--- src/rtl/core/dynamic_obstacle_collision_cost_assert.svh ---
// Shared assertion macros for the collision cost block.
`ifndef DYNAMIC_OBSTACLE_COLLISION_COST_ASSERT_SVH
`define DYNAMIC_OBSTACLE_COLLISION_COST_ASSERT_SVH

// Same-cycle implication.
`define DOCC_ASSERT_IMPLY(label, clk, rst, ante, cons) \
  label: assert property (@(posedge clk) disable iff (rst) (ante) |-> (cons)) \
    else $error("docc: same-cycle check failed");

// Next-cycle implication.
`define DOCC_ASSERT_NEXT(label, clk, rst, ante, cons) \
  label: assert property (@(posedge clk) disable iff (rst) (ante) |=> (cons)) \
    else $error("docc: next-cycle check failed");

`endif

--- src/rtl/core/docc_pkg.sv ---
`timescale 1ns / 1ps

package docc_pkg;

  localparam int MAX_OBSTACLES_DEF = 16;
  localparam int MAX_POINTS_DEF    = 256;

  localparam int POS_W   = 24;
  localparam int VEL_W   = 16;
  localparam int LEN_W   = 16;
  localparam int TIME_W  = 16;
  localparam int COST_W  = 26;
  localparam int SUM_W   = 29;
  localparam int MV_W    = 33;
  localparam int DIFF_W  = 26;
  localparam int SQ_W    = 52;
  localparam int RAD_W   = 54;
  localparam int ROOT_W  = 27;
  localparam int REM_W   = 29;
  localparam int CLR_W   = 29;
  localparam int A_W     = 10;
  localparam int U_W     = 20;
  localparam int TERM_W  = 17;
  localparam int EXPP_W  = 35;
  localparam int FPROD_W = 45;
  localparam int FQ_W    = 37;
  localparam int STEP_W  = 6;

  localparam logic [1:0] OP_CLEAR  = 2'd0;
  localparam logic [1:0] OP_APPEND = 2'd1;
  localparam logic [1:0] OP_POINT  = 2'd2;

  localparam int CFG_INDEX_W = 1;
  localparam logic [CFG_INDEX_W-1:0] CFG_ROBOT_RADIUS = 1'b0;
  localparam logic [CFG_INDEX_W-1:0] CFG_RISK_FACTOR  = 1'b1;

  localparam logic [LEN_W-1:0]  ROBOT_RADIUS_RST = 16'd256;
  localparam logic [LEN_W-1:0]  RISK_FACTOR_RST  = 16'd256;
  localparam logic [COST_W-1:0] COLLISION_COST   = 26'd65536000;
  localparam logic [COST_W-1:0] COST_MAX         = {COST_W{1'b1}};
  localparam logic [SUM_W-1:0]  SUM_MAX          = {SUM_W{1'b1}};
  localparam logic [U_W-1:0]    U_LIMIT          = 20'd786432;
  localparam logic [EXPP_W-1:0] EXP_ROUND        = 35'd32768;

  localparam logic [STEP_W-1:0] ROOT_STEPS = 6'd27;
  localparam logic [STEP_W-1:0] QDIV_STEPS = 6'd10;
  localparam logic [STEP_W-1:0] FDIV_STEPS = 6'd37;

  typedef logic [3:0] cmd_code_t;
  localparam cmd_code_t CMD_NONE      = 4'd0;
  localparam cmd_code_t CMD_READ      = 4'd1;
  localparam cmd_code_t CMD_MOVE      = 4'd2;
  localparam cmd_code_t CMD_DIFF      = 4'd3;
  localparam cmd_code_t CMD_SQUARE    = 4'd4;
  localparam cmd_code_t CMD_ROOT_LD   = 4'd5;
  localparam cmd_code_t CMD_ROOT_STEP = 4'd6;
  localparam cmd_code_t CMD_EVAL      = 4'd7;
  localparam cmd_code_t CMD_QSTEP     = 4'd8;
  localparam cmd_code_t CMD_EXP_SQ    = 4'd9;
  localparam cmd_code_t CMD_EXP_MUL   = 4'd10;
  localparam cmd_code_t CMD_ACC       = 4'd11;
  localparam cmd_code_t CMD_FMUL      = 4'd12;
  localparam cmd_code_t CMD_FSTEP     = 4'd13;
  localparam cmd_code_t CMD_EMIT      = 4'd14;

  typedef struct packed {
    logic [1:0]              op;
    logic signed [POS_W-1:0] pos_x;
    logic signed [POS_W-1:0] pos_y;
    logic signed [VEL_W-1:0] vel_x;
    logic signed [VEL_W-1:0] vel_y;
    logic [LEN_W-1:0]        obstacle_radius;
    logic [LEN_W-1:0]        obstacle_spread;
    logic [TIME_W-1:0]       point_time;
    logic                    last_point;
  } item_t;

  typedef struct packed {
    logic [COST_W-1:0] path_cost;
    logic              collision;
  } result_t;

  typedef struct packed {
    logic signed [POS_W-1:0] x;
    logic signed [POS_W-1:0] y;
    logic signed [VEL_W-1:0] vx;
    logic signed [VEL_W-1:0] vy;
    logic [LEN_W-1:0]        radius;
    logic [LEN_W-1:0]        spread;
  } obstacle_t;

  typedef struct packed {
    logic      accept;
    cmd_code_t code;
  } ctrl_cmd_t;

  typedef struct packed {
    logic [1:0] item_op;
    logic       item_last;
    logic       count_zero;
    logic       idx_last;
    logic       skip;
    logic       pt_last;
    logic       hit;
    logic       out_free;
  } ctrl_sts_t;

  function automatic logic [TERM_W-1:0] exp_int(input logic [3:0] n);
    logic [TERM_W-1:0] v;
    case (n)
      4'd0:    v = 17'd65536;
      4'd1:    v = 17'd24109;
      4'd2:    v = 17'd8869;
      4'd3:    v = 17'd3263;
      4'd4:    v = 17'd1200;
      4'd5:    v = 17'd442;
      4'd6:    v = 17'd162;
      4'd7:    v = 17'd60;
      4'd8:    v = 17'd22;
      4'd9:    v = 17'd8;
      4'd10:   v = 17'd3;
      4'd11:   v = 17'd1;
      default: v = 17'd0;
    endcase
    return v;
  endfunction

  function automatic logic [TERM_W-1:0] exp_frac(input logic [3:0] n);
    logic [TERM_W-1:0] v;
    case (n)
      4'd0:    v = 17'd65536;
      4'd1:    v = 17'd61565;
      4'd2:    v = 17'd57835;
      4'd3:    v = 17'd54331;
      4'd4:    v = 17'd51039;
      4'd5:    v = 17'd47947;
      4'd6:    v = 17'd45042;
      4'd7:    v = 17'd42313;
      4'd8:    v = 17'd39750;
      4'd9:    v = 17'd37341;
      4'd10:   v = 17'd35079;
      4'd11:   v = 17'd32954;
      4'd12:   v = 17'd30957;
      4'd13:   v = 17'd29081;
      4'd14:   v = 17'd27319;
      default: v = 17'd25664;
    endcase
    return v;
  endfunction

endpackage

--- src/rtl/core/docc_ctrl.sv ---
`timescale 1ns / 1ps
`include "dynamic_obstacle_collision_cost_assert.svh"

module docc_ctrl (
  input  logic                clk,
  input  logic                rst,
  input  logic                item_valid,
  output logic                item_stall,
  input  docc_pkg::ctrl_sts_t sts,
  output docc_pkg::ctrl_cmd_t cmd
);

  localparam logic [3:0] S_IDLE    = 4'd0;
  localparam logic [3:0] S_READ    = 4'd1;
  localparam logic [3:0] S_MOVE    = 4'd2;
  localparam logic [3:0] S_DIFF    = 4'd3;
  localparam logic [3:0] S_SQUARE  = 4'd4;
  localparam logic [3:0] S_ROOT_LD = 4'd5;
  localparam logic [3:0] S_ROOT    = 4'd6;
  localparam logic [3:0] S_EVAL    = 4'd7;
  localparam logic [3:0] S_QDIV    = 4'd8;
  localparam logic [3:0] S_EXP_SQ  = 4'd9;
  localparam logic [3:0] S_EXP_MUL = 4'd10;
  localparam logic [3:0] S_ACC     = 4'd11;
  localparam logic [3:0] S_FMUL    = 4'd12;
  localparam logic [3:0] S_FDIV    = 4'd13;
  localparam logic [3:0] S_EMIT    = 4'd14;

  localparam int STEP_W = docc_pkg::STEP_W;

  logic [3:0]        state, state_next;
  logic [STEP_W-1:0] cnt, cnt_next;
  logic              accept;

  assign item_stall = (state != S_IDLE);
  assign accept     = item_valid && !item_stall;

  always_comb begin
    cmd.accept = accept;
    cmd.code   = docc_pkg::CMD_NONE;
    state_next = state;
    cnt_next   = cnt;
    unique case (state)
      S_IDLE: begin
        if (accept && sts.item_op == docc_pkg::OP_POINT) begin
          if (!sts.count_zero) begin
            state_next = S_READ;
          end else if (sts.item_last) begin
            state_next = S_EMIT;
          end
        end
      end
      S_READ: begin
        cmd.code   = docc_pkg::CMD_READ;
        state_next = S_MOVE;
      end
      S_MOVE: begin
        cmd.code   = docc_pkg::CMD_MOVE;
        state_next = S_DIFF;
      end
      S_DIFF: begin
        cmd.code   = docc_pkg::CMD_DIFF;
        state_next = S_SQUARE;
      end
      S_SQUARE: begin
        cmd.code   = docc_pkg::CMD_SQUARE;
        state_next = S_ROOT_LD;
      end
      S_ROOT_LD: begin
        cmd.code   = docc_pkg::CMD_ROOT_LD;
        cnt_next   = docc_pkg::ROOT_STEPS - STEP_W'(1);
        state_next = S_ROOT;
      end
      S_ROOT: begin
        cmd.code = docc_pkg::CMD_ROOT_STEP;
        cnt_next = cnt - STEP_W'(1);
        if (cnt == '0) begin
          state_next = S_EVAL;
        end
      end
      S_EVAL: begin
        cmd.code = docc_pkg::CMD_EVAL;
        cnt_next = docc_pkg::QDIV_STEPS - STEP_W'(1);
        state_next = sts.skip ? S_ACC : S_QDIV;
      end
      S_QDIV: begin
        cmd.code = docc_pkg::CMD_QSTEP;
        cnt_next = cnt - STEP_W'(1);
        if (cnt == '0) begin
          state_next = S_EXP_SQ;
        end
      end
      S_EXP_SQ: begin
        cmd.code   = docc_pkg::CMD_EXP_SQ;
        state_next = S_EXP_MUL;
      end
      S_EXP_MUL: begin
        cmd.code   = docc_pkg::CMD_EXP_MUL;
        state_next = S_ACC;
      end
      S_ACC: begin
        cmd.code = docc_pkg::CMD_ACC;
        if (!sts.idx_last) begin
          state_next = S_READ;
        end else if (!sts.pt_last) begin
          state_next = S_IDLE;
        end else if (sts.hit) begin
          state_next = S_EMIT;
        end else begin
          state_next = S_FMUL;
        end
      end
      S_FMUL: begin
        cmd.code   = docc_pkg::CMD_FMUL;
        cnt_next   = docc_pkg::FDIV_STEPS - STEP_W'(1);
        state_next = S_FDIV;
      end
      S_FDIV: begin
        cmd.code = docc_pkg::CMD_FSTEP;
        cnt_next = cnt - STEP_W'(1);
        if (cnt == '0) begin
          state_next = S_EMIT;
        end
      end
      S_EMIT: begin
        if (sts.out_free) begin
          cmd.code   = docc_pkg::CMD_EMIT;
          state_next = S_IDLE;
        end
      end
      default: begin
        state_next = S_IDLE;
      end
    endcase
  end

  always_ff @(posedge clk) begin
    if (rst) begin
      state <= S_IDLE;
      cnt   <= '0;
    end else begin
      state <= state_next;
      cnt   <= cnt_next;
    end
  end

  `DOCC_ASSERT_NEXT(a_root_done, clk, rst, state == S_ROOT && cnt == '0, state == S_EVAL)
  `DOCC_ASSERT_NEXT(a_fdiv_done, clk, rst, state == S_FDIV && cnt == '0, state == S_EMIT)
  `DOCC_ASSERT_NEXT(a_emit_idle, clk, rst, state == S_EMIT && sts.out_free, state == S_IDLE)

endmodule
--- config.mk ---
export PLATFORM = sky130hd
export DESIGN_NAME = docc_ctrl
export DESIGN_NICKNAME = d
export VERILOG_FILES = /design/src/rtl/core/docc_pkg.sv /design/src/rtl/core/docc_ctrl.sv
export VERILOG_INCLUDE_DIRS = /design/src /design/src/rtl/core
export SDC_FILE = /design/constraint.sdc
export NUM_CORES = 1
export LEC_CHECK = 0
export BUFFER_PORTS_ARGS = -buffer_cell sky130_fd_sc_hd__buf_2
export CAP_MARGIN = 15
export CELL_PAD_IN_SITES_DETAIL_PLACEMENT = 1
export CELL_PAD_IN_SITES_GLOBAL_PLACEMENT = 2
export CORE_UTILIZATION = 29
export CTS_CLUSTER_DIAMETER = 200
export DETAILED_ROUTE_END_ITERATION = 16
export GPL_ROUTABILITY_DRIVEN = 0
export PLACE_DENSITY_LB_ADDON = 0.1
export SYNTH_ARGS = -nofsm -noshare
export SYNTH_HDL_FRONTEND = slang
export SYNTH_SLANG_ARGS = --single-unit
--- constraint.sdc ---
create_clock -name clk -period 2.6 [get_ports clk]
set_clock_uncertainty 0.05 [all_clocks]
set_input_delay 0 -clock clk [delete_from_list [all_inputs] [get_ports clk]]
set_output_delay 0 -clock clk [all_outputs]
set_load 0.005 [all_outputs]
After elaboration in Yosys (flattened, before gate mapping)
Index checks and enable logic that the tools add are counted.
- equal/unequal tests: 21
- reductions and logical operators: 9
- mux-type cells: 15
- $add $sub $neg: 1
- operators with widths (operator ; number):
    case mux 4 bit (15 select lines) ; 1
    case mux 4 bit (14 select lines) ; 1
    2-to-1 mux 4 bit ; 10
    == test 4 bit, second input constant ; 7
    case mux 6 bit (4 select lines) ; 1
    == test 4 x 3 -> 1 bit, second input constant ; 4
    != test 2 bit, second input constant ; 5
    == test 4 x 2 -> 1 bit, second input constant ; 2
    nonzero test 4 bit ; 2
    zero test 6 bit ; 1
    AND reduction 6 bit ; 1
    subtractor 6 x 1 -> 6 bit, second input constant ; 1
    == test 4 x 1 -> 1 bit, second input constant ; 1
    zero test 4 bit ; 1
    2-to-1 mux 2 bit ; 2
    != test 3 bit, second input constant ; 1
    OR reduction 3 bit ; 1
    == test 2 bit, second input constant ; 1
    logical AND 1 bit ; 2
    zero test 1 bit ; 1
- flip-flop bits (word level): 10
- word-level logic and storage cells: 48
- bits of input ports: 12
- output and inout port bits: 6

Depth between registers and ports, before layout
Gate-level depths: netlist of the first run.
- word-level depth: 6
- gate-level depth with buffers: 8
- depth with buffers taken out: 7

Worst setup path after synthesis of the first run
Ideal clock, no wire load.
- path type: reg2reg
- start point: register cnt[2]
- end point: register state[0]
- slack: 0.693 ns
- arrival time: 1.724 ns
- stages on the path, launching flop included: 6
- required time: 2.417 ns
- period minus slack after synthesis: 1.907 ns
- path through: dfxtp_1 -> or3_4 -> or3b_4 -> a211oi_4 -> and3_2 -> nor3_1
- cells in the longest elaborated chain, start to end: 3
- elaborated cells between the ends (all ways): 5
- classes of those cells: eq/ne (3); reduce/logical (2)
- ends and longest elaborated chain (element ; RTL line ; text):
    start: declaration ; docc_ctrl.sv:32 ; logic [STEP_W-1:0] cnt, cnt_next;
    start signal: assignment ; docc_ctrl.sv:143 ; cnt <= cnt_next;
    zero test 6 bit * ; docc_ctrl.sv:77, docc_ctrl.sv:89, docc_ctrl.sv:121 ;
    != test 2 bit (no source line) ; n/a ;
    AND reduction 6 bit (no source line) * ; n/a ;
    end signal: assignment ; docc_ctrl.sv:142 ; state <= state_next;
    end: declaration ; docc_ctrl.sv:31 ; logic [3:0] state, state_next;
Every way passes the cells marked *; elsewhere a longest branch is shown, timed or not.
A chain may end at the register's enable or synchronous reset.

Final worst setup path of the first run
Ends and elaborated chain as after synthesis.

==> qor.csv, run 1 <==
stage;metric;value;unit
outcome;outcome;finished, final reports clean;
finish;syn_to_final_growth;21.3;%
clocking;htreeDepth;1;
setup_path;criticalPathCategory;flop to flop;
finish;multi_input_area;653;sq um
timing;max_freq;0.491;GHz
clocking;clock_latency;270;ps
clocking;path_clk_slew;80;ps
global_route;grt_use_total;19.3;%
die;die_area;0.00338;sq mm
synthesis;ys_seq_elements;10;
global_route;grt_pass1_wl;4850;um
finish;mostFrequentLayoutCell;nor2_1;
placement;hpwl;2190;um
placement;dp_slack;583;ps
setup_path;worst_r2r_endpoint;state[0];
timing;fin_tns_setup;0;ps
global_route;antenna_found_initial;0;
finish;drive_gt1_share;23.3;%
clocking;cts_inserted_buffers;3;
timing;max-slew-margin-rel;67.2;%
synthesis;synth_edf_count;0;
clocking;postCtsSetupBuffers;0;
die;coreArea;0.00303;sq mm
detailed_routing;m1WireLength;1540;um
setup_path;r2r-start;cnt[2];
synthesis;netlist_instances;132;
timing;setup_ws;565;ps
finish;finalNetCount;165;
clocking;cts_hold_buf;2;
power;power_density;1370;mW/mm^2
detailed_routing;via_count;1038;
die;die_x;58.2;um
detailed_routing;wl_met3;89;um
synthesis;ys_seq_area_share;21.9;%
timing;rsz0062_at_grt;false;
die;ioPinCount;18;
die;rows;20;
finish;diodes;0;
power;power;1.52;mW
finish;most-common-layout-cells;nor2_1, buf_2, nand2_1;
timing;maxSlewViolCount;0;
timing;finalHoldViolations;0;
synthesis;synth_area;915;sq um
detailed_routing;met2WireLength;1300;um
timing;finalSetupViolations;0;
die;dieHeight;58.2;um
die;initial_core_util;30.2;%
timing;worst_pin_slew;492;ps
synthesis;avgSynthCellArea;6.93;sq um
detailed_routing;highest_layer;met4;
finish;finalInstanceArea;0.00111;sq mm
clocking;cts_tree;done;
detailed_routing;wl;2940;um
min_path;hold_path_depth;5;
synthesis;syn-num-nets;146;
clocking;clock-sinks;10;
power;p_leak;0.427;nW
finish;stdcell_count;194;
clocking;cts_resized;0;
finish;ff_latch_area;200;sq um
setup_path;ff2ff_setup_slack;560;ps
detailed_routing;wl_per_cell;15.1;um
setup_path;required;2700;ps
global_route;overflow;0;
setup_path;crit_arrival;2140;ps
timing;post-route-period-util;78.3;%
setup_path;r2r_cells;5;
detailed_routing;drtIter0Drc;41;
placement;io_buffers;17;
flow_run;cap_violations;0;
synthesis;synth.distinct_cells;39;
min_path;hp-start;sts[2];
synthesis;ys.flop_type;dfxtp_1;
power;vdd_drop_max;0.449;mV
synthesis;synthArstFlopShare;0;%
finish;fill_cells;391;
min_path;hold_end;state[1];
min_path;hp-class;primary input to flop;
placement;place_inst;188;
placement;place_area;0.00105;sq mm
detailed_routing;dr.pass1.iters;4;
global_route;grt_max_degree;15;
global_route;first_global_vias;989;
clocking;cts_buffer_depth;2;
detailed_routing;ant_nets;0;
setup_path;endpoint_kind;flop;
setup_path;path_max_fanout;7;
clocking;clock-root-buffer;clkbuf_4;
synthesis;yosysWarnings;0;
detailed_routing;drc;0;
detailed_routing;viasPerCell;5.35;
setup_path;cp-start-kind;flop;
timing;min_period;2040;ps
-- per-layer routing --
layer  track usage (%)  vias up
met3              3.35        2
li1                  -      514
met1              26.6      497
met5                 0        -
met4              5.10        0
met2              31.0       25
-- stage by stage --
stage / hold WS (ps) / utilization, %
floorplan: 112 / -
global placement: 235 / 34.8
detailed placement: 238 / 34.8
CTS: 98.0 / 36.7
global route: 158 / 36.7
finish: 106 / 36.7
-- final cells by class --
type                       count  area share (%)
sequential                    10            18.0
tap                           44            4.96
inverter                       4            1.35
clock buffer                   4            3.27
multi-input combinational    107            58.9
timing repair buffer          25            13.5
-- power by group --
| part | leakage, nW | internal (mW) | total (mW) | switching (mW) |
|---|---|---|---|---|
| combinational | 0.324 | 0.466 | 1.00 | 0.538 |
| sequential | 0.0826 | 0.224 | 0.367 | 0.142 |
| clock | 0.0210 | 0.0851 | 0.148 | 0.0626 |
| total | 0.427 | 0.776 | 1.52 | 0.743 |
-- flip-flops by register name, indices dropped and copies added (netlist names) --
register,count
cnt,6
state,4
-- synthesized netlist by cell type (2+ instances only) --
cell,n,area [sq um]
clkbuf_1,6,22.5
o21a_1,4,30.0
nor2b_1,5,31.3
a221oi_1,2,17.5
nor2_1,20,75.1
a32o_1,3,30.0
dfxtp_1,10,200
nor4_1,2,12.5
nor3_1,7,35.0
nand2_1,14,52.6
buf_1,3,11.3
a21oi_1,7,35.0
nand2b_1,5,31.3
a311oi_1,2,17.5
a211oi_1,3,22.5
ha_1,2,25.0
and2_1,3,18.8
o21ai_0,10,50.1
inv_1,4,15.0
-- worst max-delay path, cell delays in order, from the launching register on --
cell      delay (ps)
dfxtp_1          370
or3_4            410
or3b_4           420
a211oi_4         380
and3_2           250
nor3_1            40
-- logic make-up (layout without fill, tap and decap cells) --
kind of cell | after synthesis | count (layout) | synth area share [%]
flops | 10 | 10 | 21.9
fa+ha+maj | 3 | 3 | 3.83
simple gates | 64 | 64 | 35.6
buf+inv | 15 | 33 | 6.70
compound gates | 40 | 40 | 32.0
-- how the worst max path moves through the flow --
stage	startpoint	end	slack (ps)	cells after the start
CTS	cnt[2]	state[0]	570	5
floorplan	cnt[2]	state[0]	690	5
global route	state[0]	state[3]	440	6
finish	cnt[2]	state[0]	560	5
detailed placement	cnt[2]	state[0]	580	5
global placement	cnt[2]	state[0]	610	5
Note: power is estimated with default switching activity, not from simulation.
==> inputs of run 2 (changes only) <==
--- a/config.mk
+++ b/config.mk
@@ -10,7 +10,7 @@
 export CAP_MARGIN = 15
 export CELL_PAD_IN_SITES_DETAIL_PLACEMENT = 1
 export CELL_PAD_IN_SITES_GLOBAL_PLACEMENT = 2
-export CORE_UTILIZATION = 29
+export CORE_UTILIZATION = 26
 export CTS_CLUSTER_DIAMETER = 200
 export DETAILED_ROUTE_END_ITERATION = 16
 export GPL_ROUTABILITY_DRIVEN = 0
==> constraint.sdc (replaced) <==
create_clock -name clk -period 1.8 [get_ports clk]
set_clock_uncertainty 0.05 [all_clocks]
set_input_delay 0 -clock clk [delete_from_list [all_inputs] [get_ports clk]]
set_output_delay 0 -clock clk [all_outputs]
set_load 0.005 [all_outputs]
==> qor.csv, run 2 (synthesized netlist as in run 1, its figures left out) <==
stage;metric;value;unit;change
flow_run;cap_violations;0;;unchanged
timing;max_freq;0.532;GHz;+8.3%
die;die_area;0.00376;sq mm;+11%
timing;max-slew-margin-rel;76.2;%;+9.1 points
placement;hpwl;2540;um;+16%
die;ioPinCount;18;;unchanged
finish;most-common-layout-cells;buf_4, nor2_1, buf_2;;
setup_path;ff2ff_setup_slack;-80;ps;-640 ps
finish;largest_reg_flops;6;;unchanged
placement;place_area;0.00124;sq mm;+18%
timing;maxSlewViolCount;0;;unchanged
min_path;hp-class;primary input to flop;;
finish;largest_registers;cnt: 6 flops, state: 4 flops;;
finish;mostFrequentLayoutCell;buf_4;;
clocking;htreeDepth;1;;unchanged
timing;fin_tns_setup;-253;ps;-253 ps
power;p_leak;0.539;nW;+26%
detailed_routing;dr.pass1.iters;4;;unchanged
die;die_x;61.3;um;+5.4%
clocking;clock-root-buffer;clkbuf_4;;
finish;fill_cells;447;;+14%
detailed_routing;drtIter0Drc;54;;+32%
setup_path;worst_r2r_endpoint;state[3];;
finish;largest-register;cnt;;
setup_path;criticalPathCategory;flop to flop;;
clocking;cts_tree;done;;
clocking;clock-sinks;10;;unchanged
finish;finalNetCount;186;;+13%
die;rows;21;;+5.0%
finish;finalInstanceArea;0.00130;sq mm;+17%
detailed_routing;ant_nets;0;;unchanged
detailed_routing;drc;0;;unchanged
global_route;overflow;0;;unchanged
global_route;grt_use_total;18.6;%;-0.70 points
die;dieHeight;61.3;um;+5.4%
finish;diodes;0;;unchanged
timing;finalHoldViolations;0;;unchanged
setup_path;crit_arrival;1970;ps;-170 ps
finish;syn_to_final_growth;42.5;%;
timing;rsz0062_at_grt;true;;
setup_path;r2r_cells;5;;unchanged
outcome;outcome;finished, violations left;;
outcome;violations;negative setup slack;;
setup_path;required;1890;ps;-810 ps
clocking;clock_latency;260;ps;about the same
detailed_routing;via_count;1096;;+5.6%
timing;min_period;1880;ps;-156 ps
min_path;hp-start;rst;;
clocking;cts_buffer_depth;2;;unchanged
die;initial_core_util;27.2;%;-3.0 points
clocking;path_clk_slew;70;ps;about the same
die;coreArea;0.00336;sq mm;+11%
detailed_routing;wl;3110;um;+5.8%
timing;worst_pin_slew;356;ps;-136 ps
global_route;first_global_vias;1089;;+10%
setup_path;cp-start-kind;flop;;
power;power_density;2020;mW/mm^2;+47%
timing;finalSetupViolations;4;;+4
setup_path;endpoint_kind;flop;;
detailed_routing;viasPerCell;5.05;;-5.6%
clocking;cts_inserted_buffers;3;;unchanged
finish;drive_gt1_share;36.3;%;+13 points
global_route;grt_max_degree;12;;-3
detailed_routing;wl_per_cell;14.3;um;-5.4%
timing;setup_ws;-79.5;ps;-644 ps
timing;post-route-period-util;104;%;+26 points
min_path;hold_end;cnt[4];;
setup_path;path_max_fanout;6;;-1
min_path;hold_path_depth;2;;-3
clocking;postCtsSetupBuffers;0;;unchanged
global_route;grt_pass1_wl;5110;um;+5.3%
power;vdd_drop_max;0.788;mV;+76%
global_route;antenna_found_initial;0;;unchanged
setup_path;r2r-start;cnt[4];;
placement;io_buffers;17;;unchanged
-- run 2: what timing repair did --
| item | 4_1_cts | 5_1_grt |
|---|---|---|
| endpoints found under the hold margin | 1 | 0 |
| resized for setup | 0 | 4 |
| pin swaps | 2 | 0 |
| hold buffers | 1 | 0 |
| setup endpoints to repair | 4 | 6 |
-- run 2: critical path, cell delays in order (launching register included) --
cell and delay (ps):
dfxtp_2 320, or3_4 380, or3b_4 400, a211oi_4 330, and3b_2 230, nor3_1 40
-- run 2: final cells by class --
| cell class | instances | area, sq um | share of cell area (%) |
|---|---|---|---|
| Multi-Input combinational cell | 107 | 674 | 51.7 |
| Timing Repair Buffer | 46 | 318 | 24.4 |
| Sequential cell | 10 | 203 | 15.5 |
| Tap cell | 46 | 57.6 | 4.41 |
| Clock buffer | 4 | 36.3 | 2.78 |
| Inverter | 4 | 15.0 | 1.15 |
-- run 2: worst max path at each step --
stage | from | to | slack (ps) | depth (start not counted)
after detailed placement | cnt[4] | state[0] | -50 | 5
after global placement | cnt[4] | state[0] | 0.9 | 5
after floorplan | cnt[4] | state[0] | -20 | 5
final | cnt[4] | state[3] | -80 | 5
after CTS | cnt[4] | state[0] | -60 | 5
after global routing | cnt[4] | state[3] | -140 | 5
-- run 2: metrics by stage --
| step | std cells | hold WS (ps) | worst slack [ps] | utilization, % | power [mW] |
|---|---|---|---|---|---|
| final | 217 | 38.9 | -79.5 | 38.8 | 2.63 |
| after global routing | 217 | 51.3 | -137 | 38.8 | 2.89 |
| after CTS | 217 | 34.3 | -64.6 | 38.2 | 2.60 |
| after detailed placement | 212 | 240 | -54.8 | 36.8 | 2.38 |
| after global placement | 212 | 237 | 0.911 | 36.8 | 2.33 |
| after floorplan | 132 | 112 | -20.6 | - | 1.60 |
-- run 2: layer usage --
layer | global-route usage [%] | vias to the layer above | wire, um
met5 | 0 | - | 0
li1 | - | 550 | -
met3 | 1.89 | 2 | 84
met4 | 3.90 | 0 | 14
met2 | 29.2 | 23 | 1400
met1 | 27.5 | 521 | 1610
-- run 2: report_power, final --
part / internal [mW] / switching, mW
clock: 0.123 / 0.0817
combinational: 1.00 / 0.983
sequential: 0.328 / 0.108
total: 1.46 / 1.17
==> inputs of run 3 (changes only) <==
--- a/config.mk
+++ b/config.mk
@@ -6,15 +6,16 @@
 export SDC_FILE = /design/constraint.sdc
 export NUM_CORES = 1
 export LEC_CHECK = 0
-export BUFFER_PORTS_ARGS = -buffer_cell sky130_fd_sc_hd__buf_2
 export CAP_MARGIN = 15
 export CELL_PAD_IN_SITES_DETAIL_PLACEMENT = 1
 export CELL_PAD_IN_SITES_GLOBAL_PLACEMENT = 2
-export CORE_UTILIZATION = 26
+export CORE_UTILIZATION = 30
 export CTS_CLUSTER_DIAMETER = 200
 export DETAILED_ROUTE_END_ITERATION = 16
+export DONT_BUFFER_PORTS = 1
 export GPL_ROUTABILITY_DRIVEN = 0
 export PLACE_DENSITY_LB_ADDON = 0.1
+export SETUP_SLACK_MARGIN = 0.5
 export SYNTH_ARGS = -nofsm -noshare
 export SYNTH_HDL_FRONTEND = slang
 export SYNTH_SLANG_ARGS = --single-unit
==> qor.csv, run 3 (synthesized netlist as in run 1, its figures left out) <==
stage;metric;value;unit;change
outcome;outcome;finished, violations left;;
outcome;violations;design-rule violations, negative hold slack, negative setup slack;;
flow_run;cap_violations;0;;unchanged
detailed_routing;dr.pass1.iters;10;;+6
finish;syn_to_final_growth;52.5;%;
die;rows;19;;-9.5%
timing;maxSlewViolCount;0;;unchanged
timing;finalSetupViolations;3;;-1
finish;diodes;0;;unchanged
placement;place_inst;177;;-17%
min_path;hp-class;primary input to flop;;
die;die_area;0.00327;sq mm;-13%
power;p_leak;0.546;nW;+1.3%
detailed_routing;viasPerCell;5.72;;+13%
placement;place_area;0.00113;sq mm;-8.6%
detailed_routing;drtIter0Drc;35;;-35%
timing;max_freq;0.531;GHz;-0.17%
finish;largest_registers;cnt: 6 flops, state: 4 flops;;
global_route;antenna_found_initial;0;;unchanged
finish;finalNetCount;174;;-6.5%
timing;min_period;1880;ps;+3.21 ps
clocking;htreeDepth;1;;unchanged
timing;max-slew-margin-rel;77.5;%;+1.3 points
global_route;grt_use_total;21.0;%;+2.4 points
die;dieHeight;57.2;um;-6.7%
placement;hpwl;2420;um;-4.9%
timing;worst_pin_slew;336;ps;-20.3 ps
setup_path;required;1920;ps;+30 ps
clocking;clock-sinks;10;;unchanged
power;power_density;2190;mW/mm^2;+8.5%
timing;post-route-period-util;105;%;+0.18 points
setup_path;cp-start-kind;flop;;
power;vdd_drop_max;0.959;mV;+22%
setup_path;endpoint_kind;flop;;
timing;hold_ws;-273;ps;-312 ps
global_route;grt_pass1_wl;5280;um;+3.4%
global_route;first_global_vias;1104;;+1.4%
setup_path;criticalPathCategory;flop to flop;;
finish;most-common-layout-cells;buf_4, nor2_1, nand2_1;;
finish;drive_gt1_share;49.7;%;+13 points
clocking;clock-root-buffer;clkbuf_4;;
setup_path;path_max_fanout;7;;+1
detailed_routing;drc;3;;+3
finish;stdcell_count;190;;-12%
finish;largest-register;cnt;;
timing;setup_ws;-82.7;ps;-3.21 ps
die;initial_core_util;32.3;%;+5.1 points
clocking;path_clk_slew;80;ps;about the same
setup_path;crit_arrival;2000;ps;+30 ps
finish;largest_reg_flops;6;;unchanged
timing;finalHoldViolations;10;;+10
die;coreArea;0.00283;sq mm;-16%
global_route;overflow;0;;unchanged
finish;finalInstanceArea;0.00140;sq mm;+7.0%
finish;mostFrequentLayoutCell;buf_4;;
placement;io_buffers;0;;-17
clocking;cts_buffer_depth;2;;unchanged
clocking;cts_inserted_buffers;3;;unchanged
clocking;clock_latency;270;ps;about the same
detailed_routing;wl_per_cell;17.1;um;+20%
clocking;cts_tree;done;;
die;ioPinCount;18;;unchanged
detailed_routing;ant_nets;0;;unchanged
global_route;grt_max_degree;12;;unchanged
detailed_routing;wl;3260;um;+4.7%
detailed_routing;via_count;1086;;-0.91%
timing;rsz0062_at_grt;true;;
die;die_x;57.2;um;-6.7%
==> run 3: changes by cell type in the layout (fill, tap and decap cells not counted), moves of 3 or more <==
cell and delta:
dfxtp_1 -5, buf_6 +7, inv_1 -3, buf_2 -17, dfxtp_4 +4
==> run 3: worst paths after layout <==
path                            startpoint        to  slack, ps  depth (start not counted)
worst max-delay path                cnt[4]  state[3]        -80                          5
worst min-delay path                   rst  state[3]       -270                          1
worst max register to register      cnt[4]  state[3]        -80                          5
worst min register to register      cnt[5]    cnt[5]        540                          2
==> run 3: power breakdown <==
group	internal [mW]	leakage (nW)	total (mW)	switching [mW]
Clock	0.123	0.0210	0.214	0.0907
Sequential	0.353	0.0861	0.480	0.127
Combinational	1.23	0.439	2.36	1.12
Total	1.71	0.546	3.05	1.34
==> run 3: layout make-up <==
type,instances,area [sq um]
fill,349,1430
multi-input combinational,107,795
timing repair buffer,34,289
sequential,10,219
tap,31,38.8
clock buffer,4,36.3
inverter,4,17.5
==> run 3: what timing repair did <==
action	CTS	global route
gates resized for setup	20	26
pin swaps	6	14
endpoints found under the setup margin	16	16
endpoints found under the hold margin	10	10
setup buffers	3	6
==> run 3: critical path: stages (launching register included) <==
cell and delay (ps):
dfxtp_2 320, or3_4 380, or3b_4 400, a211oi_4 350, and3b_2 240, nor3_2 30
==> run 3: through the flow <==
stage / power, mW / hold slack [ps] / util, % / setup TNS (ps) / worst slack [ps]
2_1_floorplan: 1.71 / 102 / - / -33.0 / -20.0
3_3_place_gp: 2.26 / 22.9 / 40.0 / -18.4 / -11.9
3_5_place_dp: 2.32 / 25.9 / 40.0 / -151 / -68.0
4_1_cts: 2.72 / -271 / 44.7 / -178 / -75.3
5_1_grt: 3.29 / -281 / 49.3 / -457 / -149
6_report: 3.05 / -273 / 49.3 / -186 / -82.7
==> run 3: layer usage <==
metal | up-vias | global-route usage (%) | wire length (um)
met2 | 18 | 36.8 | 1630
met5 | - | 0 | 0
li1 | 537 | - | -
met4 | 0 | 5.23 | 31
met3 | 5 | 3.17 | 98
met1 | 526 | 27.1 | 1490
